$ cat src/rgbhr_pkg.sv
`default_nettype none
// ----------------------------------------------------------------------------
// rgbhr_pkg: shared types and constants for the RGB hue rotation pipeline
// Fixed-point formats, derived widths and the sector code of the hexcone model.
// ----------------------------------------------------------------------------
package rgbhr_pkg;

    localparam int HUE_FRAC_BITS = 6;
    localparam int SECTOR_UNITS  = 60 << HUE_FRAC_BITS;
    localparam int TURN_UNITS    = 6 * SECTOR_UNITS;
    localparam int HUE_W         = $clog2(TURN_UNITS);

    localparam int CH_W  = 8;
    localparam int AMT_W = 16;

    localparam int S_DATA_W = 40;
    localparam int M_DATA_W = 24;

    // hue numerator (base * d + n) stays below 6 * 255
    localparam int NUM_W = $clog2(6 * 255);
    localparam int X_MAX = 2 * (6 * 255 - 1) * SECTOR_UNITS + 255;
    localparam int XW    = $clog2(X_MAX + 1);
    localparam int DSR_W = CH_W + 1;
    localparam int CMP_W = (XW > DSR_W + HUE_W) ? XW : DSR_W + HUE_W;

    // amount mod turn: offset-binary amount times a reciprocal, exact for 16 bits
    localparam int    AMT_SH    = AMT_W + HUE_W;
    localparam longint AMT_MUL  = ((longint'(1) << AMT_SH) + TURN_UNITS - 1) / TURN_UNITS;
    localparam int    AMT_MUL_W = $clog2(AMT_MUL + 1);
    localparam int    PA_W      = AMT_W + AMT_MUL_W;
    localparam int    AQ_W      = $clog2(((1 << AMT_W) - 1) / TURN_UNITS + 2);
    localparam int    AMT_OFF   = (1 << (AMT_W - 1)) % TURN_UNITS;

    // middle channel: round(d * w / S) = floor((2dw + S) / (15 << (F + 3)))
    localparam int SEC_W     = $clog2(SECTOR_UNITS + 1);
    localparam int PROD_W    = CH_W + SEC_W;
    localparam int Y_W       = PROD_W + 2;
    localparam int ROUND_SH  = HUE_FRAC_BITS + 3;
    localparam int V_MAX     = (511 * SECTOR_UNITS) >> ROUND_SH;
    localparam int V_W       = $clog2(V_MAX + 1);
    localparam int DIV15_MUL = 4370;
    localparam int DIV15_SH  = 16;
    localparam int MUL15_W   = 13;
    localparam int TW        = V_W + MUL15_W;

    typedef struct packed {
        logic             mode;
        logic [AMT_W-1:0] ua;
        logic [CH_W-1:0]  mx;
        logic [CH_W-1:0]  mn;
        logic [CH_W-1:0]  d;
    } side_t;

    typedef enum logic [2:0] {
        SEC_RED_YEL = 3'd0,
        SEC_YEL_GRN = 3'd1,
        SEC_GRN_CYN = 3'd2,
        SEC_CYN_BLU = 3'd3,
        SEC_BLU_MAG = 3'd4,
        SEC_MAG_RED = 3'd5
    } sector_t;

endpackage
`default_nettype wire

$ cat src/rgb_hue_rotate_top.sv
`default_nettype none
// ----------------------------------------------------------------------------
// rgb_hue_rotate_top: RGB hue rotation
// Converts a pixel to hue, shifts or replaces the hue, converts back to RGB.
// ----------------------------------------------------------------------------
// Hue resolution is 1/64 degree.
// Throughput: one pixel per cycle while the output is not stalled; the hue divider is a restoring divider
// with one quotient bit per pipeline stage.
// The whole pipeline holds while the output word waits for m_axis_tready.
// Reset (aresetn low, synchronous) clears all stage valid bits; data is kept.
module rgb_hue_rotate_top (
    input  wire  logic                           aclk,
    input  wire  logic                           aresetn,
    input  wire  logic                           s_axis_tvalid,
    output logic                                 s_axis_tready,
    // red_in [7:0], green_in [15:8], blue_in [23:16], hue_amount [39:24]
    input  wire  logic [rgbhr_pkg::S_DATA_W-1:0] s_axis_tdata,
    // mode [0]
    input  wire  logic [0:0]                     s_axis_tuser,
    output logic                                 m_axis_tvalid,
    input  wire  logic                           m_axis_tready,
    // red_out [7:0], green_out [15:8], blue_out [23:16]
    output logic [rgbhr_pkg::M_DATA_W-1:0]       m_axis_tdata
);
    import rgbhr_pkg::*;

    localparam int QW = HUE_W;

    logic en;

    // front stage
    logic [CH_W-1:0]  in_r, in_g, in_b, in_mx, in_mn, in_d;
    logic [NUM_W+1:0] num_wide;
    logic [NUM_W-1:0] num;
    side_t            in_side;

    // divider stages
    logic             div_vld_reg  [0:QW];
    side_t            div_side_reg [0:QW];
    logic [XW-1:0]    div_rem_reg  [0:QW];
    logic [QW-1:0]    div_quo_reg  [0:QW];

    // post stages
    logic             p1_vld_reg, p2_vld_reg, p3_vld_reg, p4_vld_reg, p5_vld_reg;
    logic             p6_vld_reg, out_vld_reg;
    side_t            p1_side_reg, p2_side_reg, p3_side_reg, p4_side_reg;
    side_t            p5_side_reg, p6_side_reg;
    logic [HUE_W-1:0] p1_q_reg, p2_q_reg, h_reg;
    logic [HUE_W-1:0] q_next;
    logic [PA_W-1:0]  p1_pa_reg;
    logic [HUE_W-1:0] p2_ra_reg;
    logic [AQ_W-1:0]  qa;
    logic [AMT_W-1:0] ra_wide;
    logic [HUE_W:0]   a_mod, hue_sum;
    logic [HUE_W-1:0] h_next;
    logic [2:0]       k_cnt;
    logic [SEC_W-1:0] pos, w_next;
    sector_t          p4_sec_reg, p5_sec_reg, p6_sec_reg;
    logic [SEC_W-1:0] p4_w_reg;
    logic [PROD_W-1:0] p5_prod_reg;
    logic [Y_W-1:0]   y_val;
    logic [V_W-1:0]   v_val;
    logic [TW-1:0]    p6_t_reg;
    logic [CH_W-1:0]  mid, ro, go, bo;
    logic [M_DATA_W-1:0] out_data_reg;

    assign en            = !out_vld_reg || m_axis_tready;
    assign s_axis_tready = en;
    assign m_axis_tvalid = out_vld_reg;
    assign m_axis_tdata  = out_data_reg;

    // ---------------- front: channel extremes and hue numerator
    always_comb begin
        in_r  = s_axis_tdata[7:0];
        in_g  = s_axis_tdata[15:8];
        in_b  = s_axis_tdata[23:16];
        in_mx = (in_r > in_g) ? in_r : in_g;
        in_mx = (in_mx > in_b) ? in_mx : in_b;
        in_mn = (in_r < in_g) ? in_r : in_g;
        in_mn = (in_mn < in_b) ? in_mn : in_b;
        in_d  = in_mx - in_mn;
        if (in_mx == in_r) begin
            num_wide = (NUM_W+2)'(in_g) - (NUM_W+2)'(in_b);
            if (num_wide[NUM_W+1]) begin
                num_wide = num_wide + (NUM_W+2)'(6) * (NUM_W+2)'(in_d);
            end
        end else if (in_mx == in_g) begin
            num_wide = (NUM_W+2)'(2) * (NUM_W+2)'(in_d) + (NUM_W+2)'(in_b)
                     - (NUM_W+2)'(in_r);
        end else begin
            num_wide = (NUM_W+2)'(4) * (NUM_W+2)'(in_d) + (NUM_W+2)'(in_r)
                     - (NUM_W+2)'(in_g);
        end
        num = num_wide[NUM_W-1:0];
        in_side.mode = s_axis_tuser[0];
        // offset binary: amount + 2^15
        in_side.ua   = {~s_axis_tdata[39], s_axis_tdata[38:24]};
        in_side.mx   = in_mx;
        in_side.mn   = in_mn;
        in_side.d    = in_d;
    end

    always_ff @(posedge aclk) begin
        if (en) begin
            div_side_reg[0] <= in_side;
            div_rem_reg[0]  <= XW'(num) * XW'(2 * SECTOR_UNITS) + XW'(in_d);
            div_quo_reg[0]  <= '0;
        end
    end

    // ---------------- restoring divider, one quotient bit per stage
    for (genvar j = 1; j <= QW; j++) begin : g_div
        localparam int BIT = QW - j;
        logic [CMP_W-1:0] dsr_sh;
        logic [CMP_W-1:0] rem_ext;
        logic             ge;

        always_comb begin
            dsr_sh  = CMP_W'({div_side_reg[j-1].d, 1'b0}) << BIT;
            rem_ext = CMP_W'(div_rem_reg[j-1]);
            ge      = rem_ext >= dsr_sh;
        end

        always_ff @(posedge aclk) begin
            if (en) begin
                div_side_reg[j] <= div_side_reg[j-1];
                div_rem_reg[j]  <= ge ? XW'(rem_ext - dsr_sh) : div_rem_reg[j-1];
                div_quo_reg[j]  <= div_quo_reg[j-1] | (QW'(ge) << BIT);
            end
        end
    end

    // ---------------- post stages
    always_comb begin
        // grey pixels have hue 0; a hue that rounds to a full turn wraps to 0
        if (div_side_reg[QW].d == '0 || div_quo_reg[QW] >= QW'(TURN_UNITS)) begin
            q_next = '0;
        end else begin
            q_next = div_quo_reg[QW];
        end

        qa      = AQ_W'(p1_pa_reg >> AMT_SH);
        ra_wide = p1_side_reg.ua - AMT_W'(qa * TURN_UNITS);

        if (p2_ra_reg >= HUE_W'(AMT_OFF)) begin
            a_mod = (HUE_W+1)'(p2_ra_reg) - (HUE_W+1)'(AMT_OFF);
        end else begin
            a_mod = (HUE_W+1)'(p2_ra_reg) + (HUE_W+1)'(TURN_UNITS - AMT_OFF);
        end
        hue_sum = p2_side_reg.mode ? a_mod : (HUE_W+1)'(p2_q_reg) + a_mod;
        if (hue_sum >= (HUE_W+1)'(TURN_UNITS)) begin
            hue_sum = hue_sum - (HUE_W+1)'(TURN_UNITS);
        end
        h_next = hue_sum[HUE_W-1:0];
    end

    always_comb begin
        k_cnt = '0;
        for (int j = 1; j < 6; j++) begin
            if (h_reg >= HUE_W'(j * SECTOR_UNITS)) begin
                k_cnt = k_cnt + 3'd1;
            end
        end
        pos    = SEC_W'(h_reg - HUE_W'(k_cnt * SECTOR_UNITS));
        w_next = k_cnt[0] ? SEC_W'(SECTOR_UNITS) - pos : pos;

        y_val = Y_W'({p5_prod_reg, 1'b0}) + Y_W'(SECTOR_UNITS);
        v_val = V_W'(y_val >> ROUND_SH);

        mid = p6_side_reg.mn + CH_W'(p6_t_reg >> DIV15_SH);
        case (p6_sec_reg)
            SEC_RED_YEL: begin ro = p6_side_reg.mx; go = mid;            bo = p6_side_reg.mn; end
            SEC_YEL_GRN: begin ro = mid;            go = p6_side_reg.mx; bo = p6_side_reg.mn; end
            SEC_GRN_CYN: begin ro = p6_side_reg.mn; go = p6_side_reg.mx; bo = mid;            end
            SEC_CYN_BLU: begin ro = p6_side_reg.mn; go = mid;            bo = p6_side_reg.mx; end
            SEC_BLU_MAG: begin ro = mid;            go = p6_side_reg.mn; bo = p6_side_reg.mx; end
            default:     begin ro = p6_side_reg.mx; go = p6_side_reg.mn; bo = mid;            end
        endcase
    end

    always_ff @(posedge aclk) begin
        if (en) begin
            p1_side_reg  <= div_side_reg[QW];
            p1_q_reg     <= q_next;
            p1_pa_reg    <= PA_W'(div_side_reg[QW].ua) * PA_W'(AMT_MUL);

            p2_side_reg  <= p1_side_reg;
            p2_q_reg     <= p1_q_reg;
            p2_ra_reg    <= HUE_W'(ra_wide);

            p3_side_reg  <= p2_side_reg;
            h_reg        <= h_next;

            p4_side_reg  <= p3_side_reg;
            p4_sec_reg   <= sector_t'(k_cnt);
            p4_w_reg     <= w_next;

            p5_side_reg  <= p4_side_reg;
            p5_sec_reg   <= p4_sec_reg;
            p5_prod_reg  <= PROD_W'(p4_side_reg.d) * PROD_W'(p4_w_reg);

            p6_side_reg  <= p5_side_reg;
            p6_sec_reg   <= p5_sec_reg;
            p6_t_reg     <= TW'(v_val) * TW'(DIV15_MUL);

            out_data_reg <= {bo, go, ro};
        end
    end

    // valid bits advance with the data
    always_ff @(posedge aclk) begin
        if (!aresetn) begin
            for (int j = 0; j <= QW; j++) begin
                div_vld_reg[j] <= 1'b0;
            end
            p1_vld_reg  <= 1'b0;
            p2_vld_reg  <= 1'b0;
            p3_vld_reg  <= 1'b0;
            p4_vld_reg  <= 1'b0;
            p5_vld_reg  <= 1'b0;
            p6_vld_reg  <= 1'b0;
            out_vld_reg <= 1'b0;
        end else if (en) begin
            div_vld_reg[0] <= s_axis_tvalid;
            for (int j = 1; j <= QW; j++) begin
                div_vld_reg[j] <= div_vld_reg[j-1];
            end
            p1_vld_reg  <= div_vld_reg[QW];
            p2_vld_reg  <= p1_vld_reg;
            p3_vld_reg  <= p2_vld_reg;
            p4_vld_reg  <= p3_vld_reg;
            p5_vld_reg  <= p4_vld_reg;
            p6_vld_reg  <= p5_vld_reg;
            out_vld_reg <= p6_vld_reg;
        end
    end

`ifndef SYNTHESIS
    a_div_rem: assert property (@(posedge aclk) disable iff (!aresetn)
        (div_vld_reg[QW] && div_side_reg[QW].d != '0)
        |-> (CMP_W'(div_rem_reg[QW]) < CMP_W'({div_side_reg[QW].d, 1'b0})))
        else $error("divider remainder not below divisor");

    a_hue_range: assert property (@(posedge aclk) disable iff (!aresetn)
        p3_vld_reg |-> (h_reg < TURN_UNITS))
        else $error("wrapped hue out of range");

    a_w_range: assert property (@(posedge aclk) disable iff (!aresetn)
        p4_vld_reg |-> (p4_w_reg <= SEC_W'(SECTOR_UNITS)))
        else $error("sector position out of range");

    a_mid_bound: assert property (@(posedge aclk) disable iff (!aresetn)
        p6_vld_reg |-> (CH_W'(p6_t_reg >> DIV15_SH) <= p6_side_reg.d))
        else $error("middle channel exceeds channel spread");
`endif

endmodule
`default_nettype wire
$ cat config.mk
export PLATFORM = sky130hd
export DESIGN_NAME = rgb_hue_rotate_top
export DESIGN_NICKNAME = d
export VERILOG_FILES = /design/src/rgbhr_pkg.sv /design/src/rgb_hue_rotate_top.sv
export SDC_FILE = /design/constraint.sdc
export NUM_CORES = 2
export LEC_CHECK = 0
export BUFFER_PORTS_ARGS = -buffer_cell sky130_fd_sc_hd__buf_4
export CAP_MARGIN = 0
export CORE_AREA = 3 3 384 386
export DETAILED_ROUTE_END_ITERATION = 6
export DIE_AREA = 0 0 387 389
export PLACE_DENSITY = 0.66
export SLEW_MARGIN = 10
export SYNTH_ARGS = -nofsm -noshare
export SYNTH_HDL_FRONTEND = slang
export SYNTH_SLANG_ARGS = --single-unit
$ cat constraint.sdc
create_clock -name aclk -period 91.2 [get_ports aclk]
set_input_delay 0 -clock aclk [delete_from_list [all_inputs] [get_ports aclk]]
set_output_delay 0 -clock aclk [all_outputs]
set_load 0.01 [all_outputs]
==> impl_metrics.yaml <==
status:
  outcome: "complete, no violations"
setup_path:
  reg2reg_from: "p4_side_reg[4]$_DFFE_PN_"
  worstReg2RegEnd: "p5_prod_reg[19]$_DFFE_PN_"
  cp_slowest_cell: "nor2_1"
  end_kind: "register"
  worstPathRequired_ns: 91.67
  cp_max_fo: 13
  rr_worst_depth: 18
  start_kind: "input pin"
  r2r_setup_slack_ns: 85.51
  max_stage_delay_ns: 0.67
  crit_path_frequent_cell: "inv_1"
  timing.critical_path.from: "s_axis_tdata[14]"
  worstSetupPathType: "input pin to register"
  endpoint: "div_rem_reg[0][23]$_DFFE_PN_"
  cp.arrival_ns: 11.12
synth:
  yosys_warnings: 0
  synth_top_family_by_area: "adder cells"
  yosys.area_share.simple_pct: 7.09
  synthCells: 4597
  synth-edff-count: 1309
  synthAdderAreaFrac_pct: 15.7
  synth.cell_area_um2: 64700
  synth_xor_area_share_pct: 4.30
  synth-compound-area-share_pct: 7.29
  synth-seq-area-share_pct: 61.3
  syn_avg_cell_area_um2: 14.1
  synth.distinct_cells: 87
  synth_mux_area_share_pct: 0.875
  ys.flop_type: "edfxtp_1"
  synth_async_sr_flop_share_pct: 0
  synth-seq-cells: 1325
  synth_nets: 5333
cts:
  clock-sinks: 1325
  cts_tree: "done"
  cts_setup_buffers: 0
  cts_resized: 0
  clock_path_buffers: 3
  cts_buffers: 136
  holdBufCountCts: 56
  clk_latency_ns: 0.73
  clkTransAtPathRegs_ns: 0.06
  cts_max_level: 4
  cts-root-buf: "clkbuf_16"
cells_and_area:
  multi_input_area_um2: 22800
  final_design_area_no_fill_um2: 72400
  instances_no_fill: 6828
  synthToLayoutAreaGrowth_pct: 12.0
  antenna_cells: 0
  largest_register_ff_count: 656
  mostFrequentLayoutCell: "edfxtp_1"
  nFillCells: 12100
  area.sequential_um2: 39600
  nNetsFinal: 5551
  drive_gt1_share_pct: 6.78
  layout_common_cells: "1309 x edfxtp_1, 516 x inv_1, 489 x ha_1"
timing:
  fin_ws_ns: 80.55
  clock.fmax_ghz: 0.0939
  slew_viol_final: 0
  rsz0062_at_grt: "false"
  finalSetupViolations: 0
  clock_skew_ns: 0.0237
  tns_ns: 0
  hold_viol: 0
  finalCritPeriodShare_pct: 11.7
  max_slew.worst_pin.slew_ns: 1.08
  maxSlewHeadroom_pct: 27.2
  finalCriticalPeriod_ns: 10.65
placement:
  post-place-ws_ns: 80.31
  place_area_um2: 67500
  dp_cells: 6524
  portBuffers: 70
  dp_hpwl_um: 74500
  place.gp.congestion: 0.868
floorplan:
  ios: 71
  die_area_um2: 151000
  die_w_um: 387
  rows: 139
  start_util_pct: 45.0
  coreArea_um2: 144000
  dieHeight_um: 389
drt:
  vias: 34100
  viasPerCell: 4.99
  drtAntennaViolNets: 0
  wl_per_cell_um: 15.1
  drtPass1Iterations: 7
  wl_um: 103000
  drc: 0
  drtIter0Drc: 1773
global_routing:
  grtUsageMet1_pct: 17.2
  grt_pass1_vias: 34900
  grt_max_degree: 187
  gr-usage-met2_pct: 24.6
  busiest_layer: "met2"
  antenna_found_initial: 0
  met3_usage_pct: 2.52
  grt_pass1_wl_um: 174000
  gr-usage-all-layers_pct: 14.1
  overflow: 0
min_path:
  hp-class: "input pin to register"
flow_run:
  cap_violations: 0
worst max-delay path, delay by kind of cell:
kind                     cells  cell delay (ns)
XOR/XNOR                     1             0.08
AO/OA/AOI/OAI               18             3.68
adder cells (fa/ha/maj)      8             3.03
multiplexers                 2             0.80
AND/OR/NAND/NOR              9             2.05
buffers and inverters        9             1.44
stage by stage:
stage | utilization [%] | hold WS (ns)
6_report | 50.3 | 0.0676
5_1_grt | 50.3 | 0.0183
4_1_cts | 50.3 | 0.00456
3_5_place_dp | 46.9 | 0.180
3_3_place_gp | 46.9 | 0.179
2_1_floorplan | - | 0.0989
cell usage after synthesis, types with 27 or more instances:
library cell,count,area share (%)
nor2b_1,58,0.56
nand2b_1,65,0.63
fa_1,202,6.3
clkbuf_1,58,0.34
o21bai_1,29,0.34
and2_1,85,0.82
nor2_1,180,1.0
a21o_1,112,1.3
nor4_1,46,0.45
xor2_1,98,1.3
nand2_1,247,1.4
nand4_1,36,0.35
mux2i_1,43,0.67
xnor2_1,214,2.9
o21ai_0,163,1.3
edfxtp_1,1309,61
nor3_1,48,0.37
ha_1,489,9.5
a21oi_1,203,1.6
nand3_1,27,0.21
inv_1,516,3.0
worst min path at each step:
stage	startpoint	to	slack, ns	cells after the start
after floorplan	s_axis_tdata[24]	div_side_reg[0][24]$_DFFE_PN_	0.1	0
after global placement	s_axis_tdata[37]	div_side_reg[0][37]$_DFFE_PN_	0.18	1
after detailed placement	s_axis_tdata[30]	div_side_reg[0][30]$_DFFE_PN_	0.18	1
after CTS	s_axis_tdata[9]	div_side_reg[0][17]$_DFFE_PN_	0.005	5
after global routing	s_axis_tdata[34]	div_side_reg[0][34]$_DFFE_PN_	0.02	2
final	s_axis_tdata[34]	div_side_reg[0][34]$_DFFE_PN_	0.07	2
cells by family after synthesis:
kind of cell	Yosys count
buf+inv	587
flops	1325
mux	55
xor+xnor	314
compound gates	733
simple gates	891
fa+ha+maj	692
routing by layer:
metal / share of wire [%] / up-vias / wire (um)
met5: 0 / - / 0
met3: 3.6 / 219 / 3670
met4: 3.5 / 0 / 3590
li1: - / 17100 / -
met1: 43 / 16200 / 44500
met2: 50 / 529 / 51600
final cells by class:
cell class	count	area share [%]
sequential	1325	54.7
multi-input combinational	2685	31.5
clock buffer	170	4.99
tap	1903	3.29
inverter	521	2.71
timing repair buffer	146	1.72
clock inverter	78	1.01
Power is left out: the tool's default activity adds up to more than one toggle a clock period on the data nets, which glitch-free logic cannot reach.
